[src/hw/rtl/trb_pkg.sv]
// ----------------------------------------------------------------------------
// trb_pkg
// Shared types, constants and helpers for the textured rectangle blitter.
// ----------------------------------------------------------------------------
package trb_pkg;

    localparam int DST_MAX_W = 64;
    localparam int DST_MAX_H = 64;
    localparam int SRC_MAX_W = 64;
    localparam int SRC_MAX_H = 64;

    localparam int SZ_W   = 7;
    localparam int XY_W   = 6;
    localparam int ADDR_W = 12;
    localparam int PIX_W  = 32;
    localparam int CNT_W  = 13;
    localparam int CRD_W  = 9;
    localparam int DIF_W  = 10;
    localparam int SC_W   = 26;
    localparam int PRD_W  = 36;
    localparam int DVN_W  = 24;
    localparam int DVD_W  = 8;
    localparam int CFG_W  = 3;

    typedef enum logic [1:0] {
        KIND_WR_SRC,
        KIND_WR_DST,
        KIND_DRAW,
        KIND_READ
    } kind_t;

    typedef enum logic [CFG_W-1:0] {
        CFG_DST_W,
        CFG_DST_H,
        CFG_SRC_W,
        CFG_SRC_H,
        CFG_SRC_EN
    } cfg_idx_t;

    typedef enum logic [2:0] {
        OP_SCX,
        OP_SCY,
        OP_SX0,
        OP_DXI,
        OP_SY0,
        OP_DYI
    } div_op_t;

    typedef enum logic [3:0] {
        S_IDLE,
        S_WRITE,
        S_READ,
        S_COORD,
        S_CLIP,
        S_DIV_GO,
        S_DIV_WAIT,
        S_MULX,
        S_MULY,
        S_SPAN,
        S_PIX_RD,
        S_PIX_TINT,
        S_PIX_WR,
        S_DONE
    } state_t;

    typedef struct packed {
        logic    load;
        logic    mem_write;
        logic    coord_en;
        logic    clip_en;
        logic    div_start;
        div_op_t div_op;
        logic    div_wb;
        logic    mul_en;
        logic    mul_y;
        logic    span_init;
        logic    pix_tint;
        logic    pix_wr;
        logic    res_load;
    } trb_cmd_t;

    typedef struct packed {
        logic reject;
        logic span_empty;
        logic div_done;
        logic last_pixel;
        logic out_free;
    } trb_stat_t;

    function automatic logic [SZ_W-1:0] eff_size(input logic [SZ_W-1:0] v,
                                                 input logic [SZ_W-1:0] mx);
        logic [SZ_W-1:0] r;
        if (v == '0)
            r = SZ_W'(1);
        else if (v > mx)
            r = mx;
        else
            r = v;
        return r;
    endfunction

    // floor(v * (sz - 1) / 16384)
    function automatic logic signed [CRD_W-1:0] scale_crd(input logic signed [15:0] v,
                                                          input logic [SZ_W-1:0] sz);
        logic [7:0]         szm1;
        logic signed [23:0] p;
        szm1 = {1'b0, sz - 7'd1};
        p    = v * $signed(szm1);
        return p[22:14];
    endfunction

    // floor(p / 255) for p below 65280
    function automatic logic [7:0] div255(input logic [15:0] p);
        logic [16:0] t;
        t = {1'b0, p} + 17'd1 + {9'd0, p[15:8]};
        return t[15:8];
    endfunction

endpackage

[src/hw/rtl/trb_ctrl.sv]
// ----------------------------------------------------------------------------
// trb_ctrl
// Sequencer: transaction decode, draw setup, divider schedule, pixel sweep.
// ----------------------------------------------------------------------------
module trb_ctrl
    import trb_pkg::*;
(
    input  logic      clk,
    input  logic      rst_n,
    input  logic      in_valid,
    output logic      in_ready,
    input  logic [1:0] kind,
    input  trb_stat_t stat,
    output trb_cmd_t  cmd
);

    state_t  state_reg, state_next;
    div_op_t op_reg, op_next;

    always_ff @(posedge clk or negedge rst_n)
    begin
        if (!rst_n)
        begin
            state_reg <= S_IDLE;
            op_reg    <= OP_SCX;
        end
        else
        begin
            state_reg <= state_next;
            op_reg    <= op_next;
        end
    end

    always_comb
    begin
        state_next = state_reg;
        op_next    = op_reg;
        cmd        = '0;
        cmd.div_op = op_reg;
        in_ready   = 1'b0;
        unique case (state_reg)
            S_IDLE:
            begin
                in_ready = 1'b1;
                if (in_valid)
                begin
                    cmd.load = 1'b1;
                    unique case (kind_t'(kind))
                        KIND_WR_SRC,
                        KIND_WR_DST: state_next = S_WRITE;
                        KIND_DRAW:   state_next = S_COORD;
                        KIND_READ:   state_next = S_READ;
                        default:     state_next = S_IDLE;
                    endcase
                end
            end
            S_WRITE:
            begin
                cmd.mem_write = 1'b1;
                state_next    = S_DONE;
            end
            S_READ:
                state_next = S_DONE;
            S_COORD:
            begin
                cmd.coord_en = 1'b1;
                state_next   = S_CLIP;
            end
            S_CLIP:
            begin
                cmd.clip_en = 1'b1;
                op_next     = OP_SCX;
                state_next  = stat.reject ? S_DONE : S_DIV_GO;
            end
            S_DIV_GO:
            begin
                cmd.div_start = 1'b1;
                state_next    = S_DIV_WAIT;
            end
            S_DIV_WAIT:
            begin
                if (stat.div_done)
                begin
                    cmd.div_wb = 1'b1;
                    case (op_reg)
                        OP_SCX:
                        begin
                            op_next    = OP_SCY;
                            state_next = S_DIV_GO;
                        end
                        OP_SCY:  state_next = S_MULX;
                        OP_SX0:
                        begin
                            op_next    = OP_DXI;
                            state_next = S_DIV_GO;
                        end
                        OP_DXI:
                        begin
                            op_next    = OP_SY0;
                            state_next = S_DIV_GO;
                        end
                        OP_SY0:
                        begin
                            op_next    = OP_DYI;
                            state_next = S_DIV_GO;
                        end
                        default: state_next = S_SPAN;
                    endcase
                end
            end
            S_MULX:
            begin
                cmd.mul_en = 1'b1;
                state_next = S_MULY;
            end
            S_MULY:
            begin
                cmd.mul_en = 1'b1;
                cmd.mul_y  = 1'b1;
                op_next    = OP_SX0;
                state_next = S_DIV_GO;
            end
            S_SPAN:
            begin
                cmd.span_init = 1'b1;
                state_next    = stat.span_empty ? S_DONE : S_PIX_RD;
            end
            S_PIX_RD:
                state_next = S_PIX_TINT;
            S_PIX_TINT:
            begin
                cmd.pix_tint = 1'b1;
                state_next   = S_PIX_WR;
            end
            S_PIX_WR:
            begin
                cmd.pix_wr = 1'b1;
                state_next = stat.last_pixel ? S_DONE : S_PIX_RD;
            end
            S_DONE:
            begin
                if (stat.out_free)
                begin
                    cmd.res_load = 1'b1;
                    state_next   = S_IDLE;
                end
            end
            default:
                state_next = S_IDLE;
        endcase
    end

endmodule

[config.mk]
export PLATFORM = sky130hd
export DESIGN_NAME = trb_ctrl
export DESIGN_NICKNAME = d
export VERILOG_FILES = /design/src/hw/rtl/trb_pkg.sv /design/src/hw/rtl/trb_ctrl.sv
export SDC_FILE = /design/constraint.sdc
export NUM_CORES = 1
export LEC_CHECK = 0
export BUFFER_PORTS_ARGS = -buffer_cell sky130_fd_sc_hd__buf_2
export CORE_UTILIZATION = 50
export DETAILED_ROUTE_END_ITERATION = 8
export HOLD_SLACK_MARGIN = 0.02
export PLACE_DENSITY = 0.8
export SYNTH_ARGS = -nofsm -noshare
export SYNTH_HDL_FRONTEND = slang
export SYNTH_SLANG_ARGS = --single-unit
[constraint.sdc]
create_clock -name clk -period 2.8 [get_ports clk]
set_input_delay 0.56 -clock clk [delete_from_list [all_inputs] [get_ports clk]]
set_output_delay 0.56 -clock clk [all_outputs]
set_load 0.01 [all_outputs]
==> results.cfg, run 1 <==
[sta]
worstMarginPinSlew_ns = 0.562
finalSetupViolCount = 0
grt_setup_unrepaired = false
min_period_over_period = 0.768
min_period_ns = 2.15
setup-tns-final_ns = 0
drv_slew = 0
finClkSkew_ns = 0.0119
fmaxAchievable_mhz = 465
relSlewSlack = 0.626
timing.hold.ws_ns = 0.118
hold_viol_final = 0

[yosys]
yosys.area.top_type = dfrtp_1
synthTopCellsByArea = dfrtp_1, nor2_1, o21ai_0
synth-seq-cells = 7
synth.top_cells.by_count = nor2_1, o21ai_0, dfrtp_1, clkbuf_1
ys.warnings.count = 0
synth_top_area_frac = 0.239
seq_area_frac_synth = 0.239
synthArstFlopShare = 1.00
syn_area_um2 = 732
avgSynthCellArea_um2 = 7.70
ys_types = 40
synth_edf_count = 0
syn-instance-count = 95
yosysMostFrequentCell = nor2_1
yosys_most_used_dff = dfrtp_1
synthesis.nets = 105

[worst_setup_path]
crit_type = reg2out
ff2ff_path_depth = 4
cp-startpoint = state_reg[0]$_DFFE_PN0P_
end_kind = output port
rrSetupSlack_ns = 0.92
slowest_stage = dfrtp_1
worstPathMaxFanout = 22
cp_cell_sequence = or2_2 -> o22ai_1 -> buf_2
rr_startpoint = state_reg[0]$_DFFE_PN0P_
cpPeakStageDelay_ns = 0.58
worstSetupStartpointType = register
cp.arrival_ns = 1.59
reg2reg_to = state_reg[2]$_DFFE_PN0P_
worst_ep_required_time_ns = 2.24

[die]
placementRows = 13
io_pins = 26
die_w_um = 40.3
die_h_um = 40.3
initial_core_util = 0.549
die_area_um2 = 1620
core-area_um2 = 1330

[layout]
largest_reg_flops = 4
area_growth_pct = 16.1
drive_gt1_frac = 0.316
final_area_um2 = 850
diodes = 0
fillers = 126
nets = 125

[route]
finalWirelength_mm = 1.70
num_vias = 771
vias_per_cell = 5.98
wire_per_inst_um = 13.2
drc = 0
ant_nets = 0
first_iter_violations = 20
first_pass_iters = 4

[cts]
post_cts_buffers = 0
clkLatencyLatePin_ns = 0.26
cts_tree = yes
clk_pin_slew_ns = 0.06
cts_resized = 0
htree_num_levels = 1
cts-root-buf = clkbuf_4
cts_buffers = 3
postCtsHoldBufs = 0
cts_num_sinks = 7
cts_max_path_buffers = 2

[global_routing]
grt_pass1_vias = 539
grt-ovfl-total = 0
grt_pass1_wl_mm = 2.43
gr-usage-all-layers = 0.240
antenna_found_initial = 0
grt_max_degree = 23

[place]
placed_area_um2 = 823
hpwlAfterDp_mm = 1.24
gp_congestion = 0.857
port_buffers = 25

[status]
status = complete, no violations

[pwr]
power_leakage_nw = 0.411
powerDensity_nw_per_um2 = 1220
ir_drop_uv = 776

[job]
maxCapViolCount = 0

[worst_hold_path]
min_path_type = in2async
[metrics by stage]
| stage | std cells | power [W] | worst slack (ns) | util |
|---|---|---|---|---|
| after floorplan | 95 | 0.000817 | 1.02 | - |
| after global placement | 125 | 0.000922 | 0.950 | 0.617 |
| after detailed placement | 125 | 0.000937 | 0.920 | 0.617 |
| after CTS | 129 | 0.00104 | 0.640 | 0.637 |
| after global routing | 129 | 0.00113 | 0.537 | 0.637 |
| final | 129 | 0.00103 | 0.648 | 0.637 |
[layout by cell type (no fill, tap or decap), types with 2 or more instances in the layout]
master	Yosys	routed
buf_2	3	25
nor2_1	13	13
o21ai_0	8	8
dfrtp_1	7	7
inv_1	4	4
nand2_1	4	4
nand2b_1	4	4
nor3_1	4	4
a21o_1	3	3
a21oi_1	3	3
o31ai_1	3	3
clkbuf_4	0	3
or2_2	2	2
o22ai_1	2	2
o21bai_1	2	2
a31oi_1	2	2
o211ai_1	2	2
a31o_2	2	2
[worst max-delay path: cells and delay by family (launching register included)]
kind | cells | cell delay (ns)
simple gates | 1 | 0.45
buf+inv | 1 | 0.15
flops | 1 | 0.58
compound gates | 1 | 0.16
[per-layer routing]
layer	up-vias	wire length, um	global-route usage
li1	389	-	-
met1	352	818	0.308
met2	25	751	0.327
met3	5	103	0.111
met4	0	27	0.133
met5	-	0	0
[kinds of logic (layout without fill, tap and decap cells)]
kind of cell    after synthesis  in the layout  synth area share
buf+inv                      14             33            0.0923
xor+xnor                      1              1            0.0120
compound gates               35             35             0.349
mux                           2              2            0.0342
flops                         7              7             0.239
simple gates                 36             36             0.274
[report_power, final]
part	total, W	leakage [nW]	internal (W)	switching [W]
logic	0.000633	0.307	0.000315	0.000318
registers	0.000305	0.0888	0.000146	0.000159
clock network	0.0000956	0.0150	0.0000546	0.0000410
[cell type report]
type | count | area, um^2 | area share
Clock buffer | 4 | 26.3 | 0.0309
Inverter | 4 | 15.0 | 0.0177
Multi-Input combinational cell | 74 | 489 | 0.576
Sequential cell | 7 | 175 | 0.206
Tap cell | 15 | 18.8 | 0.0221
Timing Repair Buffer | 25 | 125 | 0.147
[worst max path at each step]
stage	end
final	cmd[5]
after detailed placement	state_reg[2]$_DFFE_PN0P_
after global placement	cmd[5]
after CTS	cmd[5]
after global routing	cmd[5]
after floorplan	cmd[0]
Power figures use the tool's default switching activity.
==> run 2, diff against run 1 <==
--- a/config.mk
+++ b/config.mk
@@ -5,11 +5,12 @@
 export SDC_FILE = /design/constraint.sdc
 export NUM_CORES = 1
 export LEC_CHECK = 0
+export ABC_AREA = 1
 export BUFFER_PORTS_ARGS = -buffer_cell sky130_fd_sc_hd__buf_2
-export CORE_UTILIZATION = 50
+export CORE_UTILIZATION = 43
 export DETAILED_ROUTE_END_ITERATION = 8
 export HOLD_SLACK_MARGIN = 0.02
-export PLACE_DENSITY = 0.8
+export PLACE_DENSITY = 0.74
 export SYNTH_ARGS = -nofsm -noshare
 export SYNTH_HDL_FRONTEND = slang
 export SYNTH_SLANG_ARGS = --single-unit
==> constraint.sdc (replaced) <==
create_clock -name clk -period 1.9 [get_ports clk]
set_input_delay 0.38 -clock clk [delete_from_list [all_inputs] [get_ports clk]]
set_output_delay 0.38 -clock clk [all_outputs]
set_load 0.01 [all_outputs]
==> run 2 against run 1 <==
Sequential power is 2% higher. Design area is 5.3% higher. Clock power is 46% higher. Largest power group unchanged.
==> results.cfg, run 2 <==
[status]
status = complete, no violations

[yosys]
synth_edf_count = 0
synthTopCellsByArea = dfrtp_1, nand2_1, inv_1
seq_area_frac_synth = 0.246
yosysMostFrequentCell = nand2_1
synth-seq-cells = 7
ys.warnings.count = 0
ys_types = 15
avgSynthCellArea_um2 = 5.57
syn-instance-count = 128
syn_area_um2 = 713
synthesis.nets = 138
synthArstFlopShare = 1.00
synth_top_area_frac = 0.246
synth.top_cells.by_count = nand2_1, inv_1, nor2_1, nand3_1, dfrtp_1
yosys_most_used_dff = dfrtp_1
yosys.area.top_type = dfrtp_1

[cts]
cts-root-buf = clkbuf_4
cts_max_path_buffers = 2
clkLatencyLatePin_ns = 0.26
cts_num_sinks = 7
cts_buffers = 3
htree_num_levels = 1
clk_pin_slew_ns = 0.05
post_cts_buffers = 0
cts_tree = yes

[pwr]
ir_drop_uv = 719
netSwitchingPower_w = 0.000735
p_comb_frac = 0.663
powerDensity_nw_per_um2 = 1490
switching_share = 0.550
p_int_w = 0.000602
clock_power_share = 0.104
power_leakage_nw = 0.590
p_seq_frac = 0.232

[worst_setup_path]
end_kind = output port
slowest_stage = dfrtp_1
worst_ep_required_time_ns = 1.52
cpPeakStageDelay_ns = 0.46
worstPathMaxFanout = 7
critPathBufInv = 2
cp_cell_sequence = nor2_2 -> nand2_2 -> inv_1 -> buf_2
worstSetupStartpointType = register
cp.arrival_ns = 1.38
crit_family = flip-flops
crit_type = reg2out

[place]
hpwlAfterDp_mm = 1.43
gp_congestion = 0.936
placed_area_um2 = 858
dp_cells = 169
port_buffers = 25

[die]
die_w_um = 42.7
die_area_um2 = 1830
io_pins = 26
die_h_um = 42.7
initial_core_util = 0.468
placementRows = 14
core-area_um2 = 1520

[layout]
final_cell_mix = nand2_1, buf_2, inv_1, nor2_1, nand3_1
diodes = 0
area_growth_pct = 25.4
drive_gt1_frac = 0.285
largest_reg_flops = 4
fin_util = 0.587
final_area_um2 = 895
layout_commonest_cell = nand2_1
nets = 169
fin_cells = 174

[sta]
setup-tns-final_ns = 0
grt_setup_unrepaired = false
drv_slew = 0
finalSetupViolCount = 0
min_period_over_period = 0.929
worstMarginPinSlew_ns = 0.318
timing.hold.ws_ns = 0.440
min_period_ns = 1.76
hold_viol_final = 0
fmaxAchievable_mhz = 567
finClkSkew_ns = 0.00352
relSlewSlack = 0.787

[route]
ant_nets = 0
drc = 0
finalWirelength_mm = 1.74
first_pass_iters = 4
vias_per_cell = 4.97
wire_per_inst_um = 10.0
first_iter_violations = 23
num_vias = 865

[worst_hold_path]
min_path_type = in2reg

[global_routing]
grt_pass1_wl_mm = 2.99
gr-usage-all-layers = 0.224
grt_max_degree = 9
grt_pass1_vias = 719
grt-ovfl-total = 0
antenna_found_initial = 0

[job]
maxCapViolCount = 0
## run 2: worst register-to-register path: stages (launching register included)
cell and delay [ns]:
dfrtp_1 0.46, nor2_2 0.30, nand2_2 0.13, o21ai_2 0.15, nor2_2 0.07, nand2_1 0.07, nand2_1 0.05
## run 2: power groups by stage
stage          clock network (W)  registers (W)  logic, W
2_1_floorplan                  0       0.000302  0.000656
3_3_place_gp                   0       0.000308  0.000872
5_1_grt                 0.000156       0.000320   0.00102
3_5_place_dp                   0       0.000310  0.000882
6_report                0.000140       0.000311  0.000887
4_1_cts                 0.000143       0.000308  0.000888
## run 2: through the flow
step                worst slack, ns  total power [W]
finish                        0.136          0.00134
global route                 0.0151          0.00150
CTS                           0.142          0.00134
detailed placement            0.434          0.00119
global placement              0.466          0.00118
floorplan                     0.569         0.000958
## run 2: layout make-up
class | count | area, um^2
fillers | 168 | 629
multi-input cells | 97 | 448
flip-flops and latches | 7 | 175
repair buffers | 26 | 135
inverters | 24 | 90.1
clock buffers | 4 | 26.3
well taps | 16 | 20.0
## run 2: routing by layer
metal	up-vias	part of all wire	global-route usage
met5	-	0	0
met4	0	0.018	0.113
li1	443	-	-
met3	4	0.070	0.0638
met2	36	0.48	0.352
met1	382	0.44	0.278
## run 2: worst paths after layout
check | from | to | slack [ns] | cells past startpoint
worst max-delay path | state_reg[1]$_DFFE_PN0P_ | cmd[4] | 0.14 | 4
worst min-delay path | stat[2] | state_reg[1]$_DFFE_PN0P_ | 0.44 | 4
worst max register to register | state_reg[1]$_DFFE_PN0P_ | state_reg[0]$_DFFE_PN0P_ | 0.57 | 6
worst min register to register | op_reg[2]$_DFFE_PN0P_ | op_reg[2]$_DFFE_PN0P_ | 0.59 | 2
max in group asynchronous | rst_n | state_reg[0]$_DFFE_PN0P_ | 1.28 | 2
min in group asynchronous | rst_n | op_reg[0]$_DFFE_PN0P_ | 0.47 | 2
## run 2: logic make-up after synthesis
kind of cell           after synthesis  share of synthesized area
AO/OA/AOI/OAI                        9                     0.0737
AND/OR/NAND/NOR                     88                      0.554
buffers and inverters               24                      0.126
flip-flops                           7                      0.246
## run 2: repair_timing
| item | in CTS | in global routing |
|---|---|---|
| gates resized for setup | 0 | 0 |
| hold buffers | 1 | 0 |
| endpoints found under the hold margin | 7 | 0 |
==> run 3, diff against run 2 <==
--- a/config.mk
+++ b/config.mk
@@ -7,10 +7,10 @@
 export LEC_CHECK = 0
 export ABC_AREA = 1
 export BUFFER_PORTS_ARGS = -buffer_cell sky130_fd_sc_hd__buf_2
-export CORE_UTILIZATION = 43
+export CORE_UTILIZATION = 40
 export DETAILED_ROUTE_END_ITERATION = 8
 export HOLD_SLACK_MARGIN = 0.02
-export PLACE_DENSITY = 0.74
+export PLACE_DENSITY = 0.69
 export SYNTH_ARGS = -nofsm -noshare
 export SYNTH_HDL_FRONTEND = slang
 export SYNTH_SLANG_ARGS = --single-unit
==> run 3 against run 2 <==
Critical path depth stayed put. Clock skew is 0.0040 ns higher. Via count down 6.1%. Final cell count unchanged. Critical endpoint is now cmd[14]. Non-clock buffer count is the same. Clock-buffer cell count stayed put.
==> results.cfg, run 3 (synthesis results as in run 2) <==
[route]
wire_per_inst_um = 10.3
num_vias = 812
drc = 0
finalWirelength_mm = 1.80
first_pass_iters = 6
first_iter_violations = 25
vias_per_cell = 4.67
ant_nets = 0

[die]
die_area_um2 = 1960
die_h_um = 44.2
placementRows = 14
core-area_um2 = 1580
initial_core_util = 0.452
die_w_um = 44.2
io_pins = 26

[worst_setup_path]
crit_family = simple AND/OR/NAND/NOR gates
cp_common_cell = nor2_1
cpPeakStageDelay_ns = 0.44
slowest_stage = dfrtp_1
worst_ep_required_time_ns = 1.52
crit_type = reg2out
worstPathMaxFanout = 5
cp_cell_sequence = nor2_1 -> nand2_2 -> nor2_1 -> buf_2
cp.arrival_ns = 1.37
critPathBufInv = 1
end_kind = output port
worstSetupStartpointType = register

[cts]
post_cts_buffers = 0
htree_num_levels = 1
postCtsHoldBufs = 1
cts_buffers = 3
clkLatencyLatePin_ns = 0.25
cts_tree = yes
cts_num_sinks = 7
cts-root-buf = clkbuf_4
cts_resized = 0
cts_max_path_buffers = 2
clk_pin_slew_ns = 0.05

[sta]
worstMarginPinSlew_ns = 0.331
drv_slew = 0
timing.hold.ws_ns = 0.454
min_period_over_period = 0.922
hold_viol_final = 0
finClkSkew_ns = 0.00751
setup-tns-final_ns = 0
grt_setup_unrepaired = false
fmaxAchievable_mhz = 571
min_period_ns = 1.75
finalSetupViolCount = 0
relSlewSlack = 0.779

[layout]
nets = 169
multi_input_area_um2 = 448
drive_gt1_frac = 0.285
fillers = 187
layout_commonest_cell = nand2_1
final_cell_mix = nand2_1, buf_2, inv_1, nor2_1, nand3_1
area_growth_pct = 25.4
diodes = 0
final_area_um2 = 895
largest_reg_flops = 4
seq_area_um2 = 175

[pwr]
powerDensity_nw_per_um2 = 1490
ir_drop_uv = 939
power_leakage_nw = 0.590

[global_routing]
antenna_found_initial = 0
gr-usage-all-layers = 0.206
grt_pass1_wl_mm = 2.97
grt-ovfl-total = 0
grt_pass1_vias = 718
grt_max_degree = 9

[worst_hold_path]
min_path_type = in2reg

[place]
hpwlAfterDp_mm = 1.47
placed_area_um2 = 858
gp_congestion = 0.896
port_buffers = 25

[status]
status = complete, no violations

[job]
maxCapViolCount = 0
==> run 3: cell counts in the layout (fill, tap and decap cells not counted) <==
No cell type changed its count.
==> run 3: cell type report <==
cell class | instances | area share
flip-flops and latches | 7 | 0.196
repair buffers | 26 | 0.151
well taps | 16 | 0.0224
multi-input cells | 97 | 0.501
inverters | 24 | 0.101
clock buffers | 4 | 0.0294
==> run 3: routing by layer <==
layer | part of all wire | global-route usage | up-vias
met1 | 0.46 | 0.254 | 343
met5 | 0 | 0 | -
li1 | - | - | 446
met4 | 0 | 0.0182 | 0
met3 | 0.041 | 0.0490 | 0
met2 | 0.49 | 0.376 | 23
==> run 3: report_power, final <==
part	switching [W]	internal (W)	total (W)
clock	0.0000485	0.0000798	0.000128
sequential	0.0000934	0.000213	0.000306
combinational	0.000589	0.000309	0.000899
==> run 3: worst reg2reg max path, cell delays in order, from the launching register on <==
cell	delay (ns)
dfrtp_1	0.44
nor2_1	0.31
nand2_2	0.13
o21ai_2	0.16
nor2_2	0.08
nand2_1	0.06
nand2_1	0.07
==> run 3: per-stage QoR <==
step / total power, W / worst slack (ns) / utilization / instances
3_3_place_gp: 0.00119 / 0.463 / 0.544 / 169
3_5_place_dp: 0.00121 / 0.433 / 0.544 / 169
4_1_cts: 0.00134 / 0.154 / 0.567 / 174
2_1_floorplan: 0.000958 / 0.569 / - / 128
6_report: 0.00133 / 0.149 / 0.567 / 174
5_1_grt: 0.00149 / 0.0727 / 0.567 / 174
==> run 3: path summary, 6_finish.rpt <==
| check | slack, ns | to | start | depth (start not counted) |
|---|---|---|---|---|
| max | 0.15 | cmd[14] | state_reg[3]$_DFFE_PN0P_ | 4 |
| min in group asynchronous | 0.52 | state_reg[2]$_DFFE_PN0P_ | rst_n | 2 |
| max in group asynchronous | 1.23 | op_reg[2]$_DFFE_PN0P_ | rst_n | 2 |
| min reg2reg | 0.58 | op_reg[2]$_DFFE_PN0P_ | op_reg[2]$_DFFE_PN0P_ | 2 |
| min | 0.45 | state_reg[1]$_DFFE_PN0P_ | stat[2] | 4 |
| max reg2reg | 0.53 | state_reg[2]$_DFFE_PN0P_ | state_reg[3]$_DFFE_PN0P_ | 6 |
